## src/rtl/core/ppfm_pkg.sv

```systemverilog
// Shared constants, codes and types for the peak-period frequency meter.
`default_nettype none

package ppfm_pkg;

	// Field and state widths
	localparam int TIME_BITS       = 48;
	localparam int VOLT_BITS       = 16;
	localparam int PEAK_COUNT_BITS = 16;
	localparam int TOTAL_BITS      = 64;
	localparam int FREQ_BITS       = 50;
	localparam int HYST_BITS       = VOLT_BITS - 1;
	localparam int FRAME_BITS      = 40;
	localparam int CFG_DATA_BITS   = FRAME_BITS;
	localparam int CFG_IDX_BITS    = 1;

	// Wave-lost timeout compare width: max of 2*period and 2*frame
	localparam int LOST_BITS = (TIME_BITS > FRAME_BITS) ? TIME_BITS + 1 : FRAME_BITS + 1;

	// Divider dividend: (peaks - 1) * 1e15
	localparam int DVD_BITS = PEAK_COUNT_BITS + FREQ_BITS;

	// Divider step counter width
	localparam int DIV_CNT_BITS = $clog2(DVD_BITS + 1);

	localparam logic [FREQ_BITS-1:0]  FREQ_MAX_MHZ = FREQ_BITS'(64'd1000000000000000);
	localparam logic [HYST_BITS-1:0]  HYST_RESET   = HYST_BITS'(100);
	localparam logic [FRAME_BITS-1:0] FRAME_RESET  = FRAME_BITS'(64'd50000000000);

	// Configuration register indexes
	typedef enum logic [CFG_IDX_BITS-1:0] {
		CFG_HYSTERESIS = 1'b0,
		CFG_FRAME      = 1'b1
	} cfg_idx_t;

	// Sequencer states
	typedef enum logic [2:0] {
		ST_IDLE,
		ST_EVAL,
		ST_MUL,
		ST_DIV,
		ST_DONE
	} ppfm_state_t;

	// Commands from the sequencer to the peak tracker
	typedef struct packed {
		logic lose;     // wave lost: clear period, total and count
		logic restart;  // averaging restart: clear total and count
	} trk_cmd_t;

	// Peak tracker state seen by the sequencer
	typedef struct packed {
		logic [PEAK_COUNT_BITS-1:0] peak_count;
		logic [TIME_BITS-1:0]       last_peak_time;
		logic [TIME_BITS-1:0]       last_period;
		logic [TOTAL_BITS-1:0]      period_total;
	} trk_stat_t;

endpackage

`default_nettype wire

```

## src/rtl/core/ppfm_div.sv

```systemverilog
// Restoring divider, one quotient bit per cycle, used by the update ticks that recompute the average.
`default_nettype none

module ppfm_div
	import ppfm_pkg::*;
(
	input  wire logic                  clk,
	input  wire logic                  arst_n,
	input  wire logic                  start,
	input  wire logic [DVD_BITS-1:0]   dividend,
	input  wire logic [TOTAL_BITS-1:0] divisor,
	output logic                       done,
	output logic [FREQ_BITS-1:0]       quotient
);

	logic                    busy_q;
	logic                    done_q;
	logic [DIV_CNT_BITS-1:0] cnt_q;
	logic [TOTAL_BITS-1:0]   rem_q;
	logic [TOTAL_BITS-1:0]   dsr_q;
	logic [DVD_BITS-1:0]     dvd_q;

	logic [TOTAL_BITS:0]   rem_sh;
	logic                  ge;
	logic [TOTAL_BITS:0]   rem_nx;

	// One shift-compare-subtract step
	always_comb begin
		rem_sh = {rem_q, dvd_q[DVD_BITS-1]};
		ge     = rem_sh >= {1'b0, dsr_q};
		rem_nx = ge ? (rem_sh - {1'b0, dsr_q}) : rem_sh;
	end

	// Control: iteration count and completion pulse
	always_ff @(posedge clk or negedge arst_n) begin
		if (!arst_n) begin
			busy_q <= 1'b0;
			done_q <= 1'b0;
			cnt_q  <= '0;
		end else if (start) begin
			busy_q <= 1'b1;
			done_q <= 1'b0;
			cnt_q  <= DIV_CNT_BITS'(DVD_BITS);
		end else if (busy_q) begin
			cnt_q <= cnt_q - 1'b1;
			if (cnt_q == DIV_CNT_BITS'(1)) begin
				busy_q <= 1'b0;
				done_q <= 1'b1;
			end
		end else begin
			done_q <= 1'b0;
		end
	end

	// Datapath: remainder, divisor, dividend shifting into quotient
	always_ff @(posedge clk) begin
		if (start) begin
			rem_q <= '0;
			dsr_q <= divisor;
			dvd_q <= dividend;
		end else if (busy_q) begin
			rem_q <= rem_nx[TOTAL_BITS-1:0];
			dvd_q <= {dvd_q[DVD_BITS-2:0], ge};
		end
	end

	// Quotient is below 1e15 since dividend / divisor < 1e15
	assign done     = done_q;
	assign quotient = dvd_q[FREQ_BITS-1:0];

endmodule

`default_nettype wire

```

## src/rtl/core/ppfm_trk.sv

```systemverilog
// Peak tracker: hysteresis level follower, peak detection and period accumulation.
`default_nettype none

module ppfm_trk
	import ppfm_pkg::*;
(
	input  wire logic                        clk,
	input  wire logic                        arst_n,
	input  wire logic                        sample_en,
	input  wire logic [TIME_BITS-1:0]        now,
	input  wire logic signed [VOLT_BITS-1:0] volt,
	input  wire logic [HYST_BITS-1:0]        hyst,
	input  wire trk_cmd_t                    cmd,
	output trk_stat_t                        stat
);

	logic signed [VOLT_BITS-1:0]  level_q;
	logic                         rising_q;
	logic                         falling_q;
	logic [PEAK_COUNT_BITS-1:0]   count_q;
	logic [TIME_BITS-1:0]         peak_time_q;
	logic [TIME_BITS-1:0]         period_q;
	logic [TOTAL_BITS-1:0]        total_q;

	logic signed [VOLT_BITS:0]    delta;
	logic signed [VOLT_BITS:0]    h_s;
	logic                         rise;
	logic                         fall;
	logic                         peak;
	logic [TIME_BITS-1:0]         since;
	logic [TOTAL_BITS:0]          sum;
	logic [TOTAL_BITS-1:0]        total_nx;

	// Level move against hysteresis, and the new period on a peak
	always_comb begin
		delta    = {volt[VOLT_BITS-1], volt} - {level_q[VOLT_BITS-1], level_q};
		h_s      = signed'({(VOLT_BITS + 1 - HYST_BITS)'(0), hyst});
		rise     = delta > h_s;
		fall     = !rise && (delta < -h_s);
		peak     = fall && rising_q && !falling_q;
		since    = now - peak_time_q;
		sum      = {1'b0, total_q} + (TOTAL_BITS + 1)'(since);
		total_nx = sum[TOTAL_BITS] ? '1 : sum[TOTAL_BITS-1:0];
	end

	always_ff @(posedge clk or negedge arst_n) begin
		if (!arst_n) begin
			level_q     <= '0;
			rising_q    <= 1'b0;
			falling_q   <= 1'b0;
			count_q     <= '0;
			peak_time_q <= '0;
			period_q    <= '0;
			total_q     <= '0;
		end else if (cmd.lose) begin
			period_q <= '0;
			total_q  <= '0;
			count_q  <= '0;
		end else if (cmd.restart) begin
			total_q <= '0;
			count_q <= '0;
		end else if (sample_en) begin
			if (rise) begin
				if (falling_q && !rising_q)
					falling_q <= 1'b0;
				rising_q <= 1'b1;
				level_q  <= volt;
			end else if (fall) begin
				if (peak) begin
					if (count_q != '0) begin
						period_q <= since;
						total_q  <= total_nx;
					end
					peak_time_q <= now;
					if (count_q != '1)
						count_q <= count_q + 1'b1;
					rising_q <= 1'b0;
				end
				falling_q <= 1'b1;
				level_q   <= volt;
			end
		end
	end

	assign stat.peak_count     = count_q;
	assign stat.last_peak_time = peak_time_q;
	assign stat.last_period    = period_q;
	assign stat.period_total   = total_q;

endmodule

`default_nettype wire

```

## src/rtl/core/peak_period_frequency_meter.sv

```systemverilog
// Top level: config registers, tick sequencer, output register.
// Voltage samples: accepted every cycle while idle, produce no result.
// Update tick: result loaded in ST_DONE, reached from ST_EVAL (no division) or
// via ST_MUL and ST_DIV when the average is recomputed by the 66-step restoring divider.
// req_stall stays high from a tick's accept until its result is loaded.
// arst_n clears all state; hysteresis resets to 100 mV, frame to 50e9 ps.
`default_nettype none

module peak_period_frequency_meter
	import ppfm_pkg::*;
(
	input  wire logic                        clk,
	input  wire logic                        arst_n,
	// item input
	input  wire logic                        req_valid,
	output logic                             req_stall,
	input  wire logic                        mode,
	input  wire logic [TIME_BITS-1:0]        time_ps,
	input  wire logic signed [VOLT_BITS-1:0] voltage_mv,
	// result output
	output logic                             rsp_valid,
	input  wire logic                        rsp_stall,
	output logic [FREQ_BITS-1:0]             frequency_mhz,
	output logic                             changed,
	output logic                             wave_present,
	// configuration writes
	input  wire logic                        cfg_valid,
	output logic                             cfg_ready,
	input  wire logic [CFG_IDX_BITS-1:0]     cfg_index,
	input  wire logic [CFG_DATA_BITS-1:0]    cfg_data
);

	ppfm_state_t state_q, state_nx;

	logic [HYST_BITS-1:0]       hyst_q;
	logic [FRAME_BITS-1:0]      frame_q;
	logic [TIME_BITS-1:0]       tick_time_q;
	logic [PEAK_COUNT_BITS-1:0] n_q;
	logic [TOTAL_BITS-1:0]      div_total_q;
	logic [FREQ_BITS-1:0]       f_q;
	logic [FREQ_BITS-1:0]       freq_q;
	logic                       rsp_valid_q;
	logic                       changed_q;
	logic                       wave_q;

	logic                       req_acc;
	logic                       sample_en;
	trk_cmd_t                   cmd;
	trk_stat_t                  stat;
	logic                       div_start;
	logic                       div_done;
	logic [FREQ_BITS-1:0]       div_quot;
	logic [DVD_BITS-1:0]        dividend;

	logic [TIME_BITS-1:0]       elapsed;
	logic [LOST_BITS-1:0]       lost_per;
	logic [LOST_BITS-1:0]       lost_frm;
	logic [LOST_BITS-1:0]       lost_lim;
	logic                       is_lost;
	logic [PEAK_COUNT_BITS-1:0] n_calc;
	logic                       clamp;
	logic                       out_free;

	assign req_acc   = req_valid && !req_stall;
	assign sample_en = req_acc && !mode;
	assign cfg_ready = 1'b1;
	assign out_free  = !rsp_valid_q || !rsp_stall;

	// Configuration registers
	always_ff @(posedge clk or negedge arst_n) begin
		if (!arst_n) begin
			hyst_q  <= HYST_RESET;
			frame_q <= FRAME_RESET;
		end else if (cfg_valid && cfg_ready) begin
			unique case (cfg_idx_t'(cfg_index))
				CFG_HYSTERESIS: hyst_q  <= cfg_data[HYST_BITS-1:0];
				CFG_FRAME:      frame_q <= cfg_data[FRAME_BITS-1:0];
			endcase
		end
	end

	ppfm_trk u_trk (
		.clk       (clk),
		.arst_n    (arst_n),
		.sample_en (sample_en),
		.now       (time_ps),
		.volt      (voltage_mv),
		.hyst      (hyst_q),
		.cmd       (cmd),
		.stat      (stat)
	);

	// Wave-lost test and average decision
	always_comb begin
		elapsed  = tick_time_q - stat.last_peak_time;
		lost_per = LOST_BITS'({stat.last_period, 1'b0});
		lost_frm = LOST_BITS'({frame_q, 1'b0});
		lost_lim = (lost_per < lost_frm) ? lost_frm : lost_per;
		is_lost  = LOST_BITS'(elapsed) > lost_lim;
		n_calc   = stat.peak_count - 1'b1;
		clamp    = (stat.period_total == '0) ||
			(TOTAL_BITS'(n_calc) >= stat.period_total);
	end

	// (peaks - 1) * 1e15, registered inside the divider
	assign dividend = DVD_BITS'(n_q) * DVD_BITS'(FREQ_MAX_MHZ);

	ppfm_div u_div (
		.clk      (clk),
		.arst_n   (arst_n),
		.start    (div_start),
		.dividend (dividend),
		.divisor  (div_total_q),
		.done     (div_done),
		.quotient (div_quot)
	);

	// Sequencer state register
	always_ff @(posedge clk or negedge arst_n) begin
		if (!arst_n)
			state_q <= ST_IDLE;
		else
			state_q <= state_nx;
	end

	// Sequencer next state and strobes
	always_comb begin
		state_nx    = state_q;
		req_stall   = 1'b1;
		cmd.lose    = 1'b0;
		cmd.restart = 1'b0;
		div_start   = 1'b0;
		unique case (state_q)
			ST_IDLE: begin
				req_stall = 1'b0;
				if (req_valid && mode)
					state_nx = ST_EVAL;
			end
			ST_EVAL: begin
				if (stat.last_period != '0) begin
					if (is_lost) begin
						cmd.lose = 1'b1;
						state_nx = ST_DONE;
					end else if (stat.peak_count > PEAK_COUNT_BITS'(1)) begin
						cmd.restart = 1'b1;
						state_nx    = clamp ? ST_DONE : ST_MUL;
					end else begin
						state_nx = ST_DONE;
					end
				end else begin
					state_nx = ST_DONE;
				end
			end
			ST_MUL: begin
				div_start = 1'b1;
				state_nx  = ST_DIV;
			end
			ST_DIV: begin
				if (div_done)
					state_nx = ST_DONE;
			end
			ST_DONE: begin
				if (out_free)
					state_nx = ST_IDLE;
			end
			default: state_nx = ST_IDLE;
		endcase
	end

	// Tick operands and candidate frequency
	always_ff @(posedge clk) begin
		if (req_acc && mode)
			tick_time_q <= time_ps;
		if (state_q == ST_EVAL) begin
			n_q         <= n_calc;
			div_total_q <= stat.period_total;
			if (stat.last_period == '0)
				f_q <= freq_q;
			else if (is_lost)
				f_q <= '0;
			else if (stat.peak_count > PEAK_COUNT_BITS'(1) && clamp)
				f_q <= FREQ_MAX_MHZ;
			else
				f_q <= freq_q;
		end else if (state_q == ST_DIV && div_done) begin
			f_q <= div_quot;
		end
	end

	// Frequency state and result register
	always_ff @(posedge clk or negedge arst_n) begin
		if (!arst_n) begin
			freq_q      <= '0;
			rsp_valid_q <= 1'b0;
			changed_q   <= 1'b0;
			wave_q      <= 1'b0;
		end else if (state_q == ST_DONE && out_free) begin
			freq_q      <= f_q;
			changed_q   <= f_q != freq_q;
			wave_q      <= stat.last_period != '0;
			rsp_valid_q <= 1'b1;
		end else if (!rsp_stall) begin
			rsp_valid_q <= 1'b0;
		end
	end

	assign rsp_valid     = rsp_valid_q;
	assign frequency_mhz = freq_q;
	assign changed       = changed_q;
	assign wave_present  = wave_q;

endmodule

`default_nettype wire

```

## config.mk

```make
export PLATFORM = sky130hd
export DESIGN_NAME = peak_period_frequency_meter
export DESIGN_NICKNAME = d
export VERILOG_FILES = /design/src/rtl/core/ppfm_pkg.sv /design/src/rtl/core/ppfm_div.sv /design/src/rtl/core/ppfm_trk.sv /design/src/rtl/core/peak_period_frequency_meter.sv
export SDC_FILE = /design/constraint.sdc
export NUM_CORES = 2
export LEC_CHECK = 0
export ABC_AREA = 1
export ABC_CLOCK_PERIOD_IN_PS = 9990
export BUFFER_PORTS_ARGS = -buffer_cell sky130_fd_sc_hd__buf_2
export CAP_MARGIN = 25
export CORE_ASPECT_RATIO = 1.75
export CORE_UTILIZATION = 65
export DETAILED_ROUTE_END_ITERATION = 7
export GPL_ROUTABILITY_DRIVEN = 1
export PLACE_DENSITY = 0.82
export SYNTH_ARGS = -nofsm -noshare
export SYNTH_HDL_FRONTEND = slang
export SYNTH_SLANG_ARGS = --single-unit
```

## constraint.sdc

```tcl
create_clock -name clk -period 9.99 [get_ports clk]
set_input_delay 0 -clock clk [delete_from_list [all_inputs] [get_ports clk]]
set_output_delay 0 -clock clk [all_outputs]
set_load 0.01 [all_outputs]
```

==> results by group <==
Die
  – Initial Util: 0.657
  – Row count: 146
  – Die area: 92600 um2
  – Chip Height: 402 um
  – Core area: 90400 um2
  – DIE WIDTH: 230 um
  – IO Pins: about 170

CTS
  – CTS tree: built
  – Worst skew pair latency: ~0.7 ns
  – CTS Buf Count: 70
  – Post-CTS Hold Buffers: between 100 and 150
  – Clk sinks: ~700
  – Clock transition at path regs: 0.07 ns
  – Root Buffer: clkbuf_16
  – # H-tree levels: 3
  – Post-CTS sizing: 0
  – Post-CTS setup buffer count: 0
  – CTS max path bufs: 3

Place
  – # port buffers: about 160
  – Dpl ws: just over 3 ns
  – Routability cong.: 1.12
  – DP Wirelength: roughly 180000 um

Worst setup path
  – Crit path max-delay family: simple AND/OR/NAND/NOR gates
  – Startpoint types: flip-flop
  – CP Class: flip-flop to flip-flop
  – Most common cell on crit path: nand2_1
  – Crit Path Max Fanout: 48
  – Slowest CP cell: nand2_2
  – Crit path DAT: 7.66 ns
  – WP buf/inv: 3
  – CP required: 10.51 ns
  – CP cell instances: inv_1 > ha_1 > inv_1 > fa_1 > nand3_1 > nand2_1 > a21boi_0 > o21ai_2 > a21oi_1 > inv_1 > nand2_1 > nand3_1 > xor2_1 > ha_1 > nand2_1 > nor2_1 > nand4_1 > nor2_1 > nand2_1 > nand3_1 > nand4_4 > nand2_2 > o21ai_0
  – Crit. End Element: flip-flop
  – Largest stage delay, worst path: about 1.1 ns

Logic synthesis
  – Mapped Area: 59400 um2
  – Synth top area cells: nand2_1 (15%), edfxtp_1 (15%), dfrtp_1 (12%)
  – Netlist cell types: 58
  – Synth Flop Type: dfrtp_1
  – Share of flip-flops with an asynchronous set or reset: 0.458
  – Synth area leader: nand2_1
  – Synth Net Count: between 9k and 10k
  – Number of synthesized register bits: 686
  – Mean post-synth cell area: ~7.3 um2
  – Top cell type's share of synthesized area: 0.151
  – Mapped Cells: about 8.2k
  – YS warnings: 0
  – Register area share after synthesis: 0.307
  – Post-synth EDFFs: 293

Timing
  – Final Hold Vio Count: 0
  – RSZ-0062 raised after global routing: no
  – Tmin final: slightly above 7 ns
  – Clk_skew: around 0.036 ns
  – Max Transition Viols Final: 0
  – Setup ws final: between 2 and 3 ns
  – # setup viols final: 0
  – Slew @ Worst Pin: between 1 and 1.5 ns
  – Setup_tns: 0 ns
  – Max transition margin: 0.151
  – Final period util: 0.714
  – Peak Freq: 0.140 GHz

Run status
  – Violated checks: design-rule violations
  – Status: finished, violations left

GRT
  – Pin count of the biggest net entering global routing: around 130
  – Vias in the first global route: roughly 61k
  – Initial antenna violation count: 9
  – Global-route wire length before repair: between 300000 and 400000 um
  – Remaining Overflow, GRT: 0
  – GRT Total Usage: 0.508

Final layout
  – Nets@finish: between 9k and 10k
  – Multi-input gate area: between 30000 and 40000 um2
  – Share of cells above drive strength 1: 0.0442
  – Register Area: between 15000 and 20000 um2
  – Filler cell count: roughly 7.0k
  – Leading cell types in the layout, fill and taps excluded: nand2_1 (2381), inv_1 (1365), nor2_1 (652)
  – Layout Area Growth over Synthesis: 8.95%
  – Commonest non-fill, non-tap cell in the layout: nand2_1

Detailed routing
  – Initial DRC count: 5823
  – Pre-antenna DRT Iters: 8
  – WL/cell: 24.3 um
  – DR DRC count: 14
  – Total routed wirelength: approximately 230000 um
  – DR vias: roughly 60k
  – Via/cell ratio: 6.23
  – DRT antenna net count: 0

Job
  – Max-cap violation count: 0

Worst hold path
  – Worst hold path class: input pin to flip-flop
## registers in the layout (all words and copies together), names as in the netlist, 40 cells and up
| register | flops |
|---|---|
| tick_time_q | 48 |
| f_q | 50 |
| u_trk.total_q | 64 |
| u_trk.peak_time_q | 48 |
| u_div.dvd_q | 66 |
| div_total_q | 64 |
| u_div.rem_q | 64 |
| frame_q | 40 |
| frequency_mhz | 50 |
| u_div.dsr_q | 64 |
| u_trk.period_q | 48 |
## cell type report
cell class | instances | area share
flip-flops and latches | 686 | 0.282
diodes | 6 | 0.000232
well taps | 1184 | 0.0229
multi-input cells | 5954 | 0.545
repair buffers | 310 | 0.0351
inverters | 1370 | 0.0795
clock buffers | 95 | 0.0303
clock inverters | 33 | 0.00505
## metal layers
layer	global-route usage	wire length, um	share of wire	vias up
li1	-	-	-	26700
met1	0.475	70500	0.30	27600
met2	0.846	110000	0.47	4004
met3	0.140	21700	0.093	1707
met4	0.560	32100	0.14	8
met5	0	58	0.00025	-
## final timing paths
path                       cells after the start  slack [ns]                       from                           endpoint
max                                           23        2.86   tick_time_q[0]$_DFFE_PP_     u_trk.period_q[11]$_DFFE_PN0P_
min                                            2        0.06                time_ps[29]          tick_time_q[29]$_DFFE_PP_
max reg2reg                                   23        2.86   tick_time_q[0]$_DFFE_PP_     u_trk.period_q[11]$_DFFE_PN0P_
min reg2reg                                    0        0.40  div_total_q[19]$_DFFE_PP_          u_div.dsr_q[19]$_DFFE_PP_
max in group asynchronous                      5        7.88                     arst_n  u_trk.peak_time_q[41]$_DFFE_PN0P_
min in group asynchronous                      4        0.49                     arst_n      frequency_mhz[48]$_DFFE_PN0P_
## worst register-to-register path, delay by kind of cell, from the launching register on
family	cells	cell delay, ns
xor+xnor	1	0.15
simple gates	12	3.74
buf+inv	3	0.27
flops	1	0.36
compound gates	4	1.61
fa+ha+maj	3	0.86
## synth_stat cells, types with 19 or more instances
master and n:
a21boi_0 20, a21o_1 32, a21oi_1 415, a31oi_1 19
buf_2 42, clkbuf_1 79, dfrtp_1 296, dfxtp_1 79
edfxtp_1 293, fa_1 201, ha_1 562, inv_1 1366
nand2_1 2383, nand3_1 426, nand3b_1 72, nand4_1 187
nor2_1 656, nor3_1 77, nor4_1 30, o21ai_0 439
o21ai_1 31, o21bai_1 43, xnor2_1 84, xor2_1 158
## per-stage QoR
step	instance area, um2	utilization	hold slack, ns	std cells
2_1_floorplan	59400	-	-0.296	8169
3_3_place_gp	61200	0.677	-0.0308	9387
3_5_place_dp	61200	0.677	-0.0234	9387
4_1_cts	64600	0.715	0.0631	9627
5_1_grt	64700	0.715	0.0688	9634
6_report	64700	0.715	0.0556	9638
## logic make-up after synthesis
logic type / count (synthesis) / share of synthesized area
fa+ha+maj: 763 / 0.186
simple gates: 3879 / 0.272
flops: 686 / 0.307
compound gates: 1069 / 0.0976
buf+inv: 1529 / 0.101
other cells: 1 / 0.0000631
xor+xnor: 242 / 0.0357
Power is not shown: default switching activity piles up to over one toggle a cycle in this logic, so the estimate is an artifact.
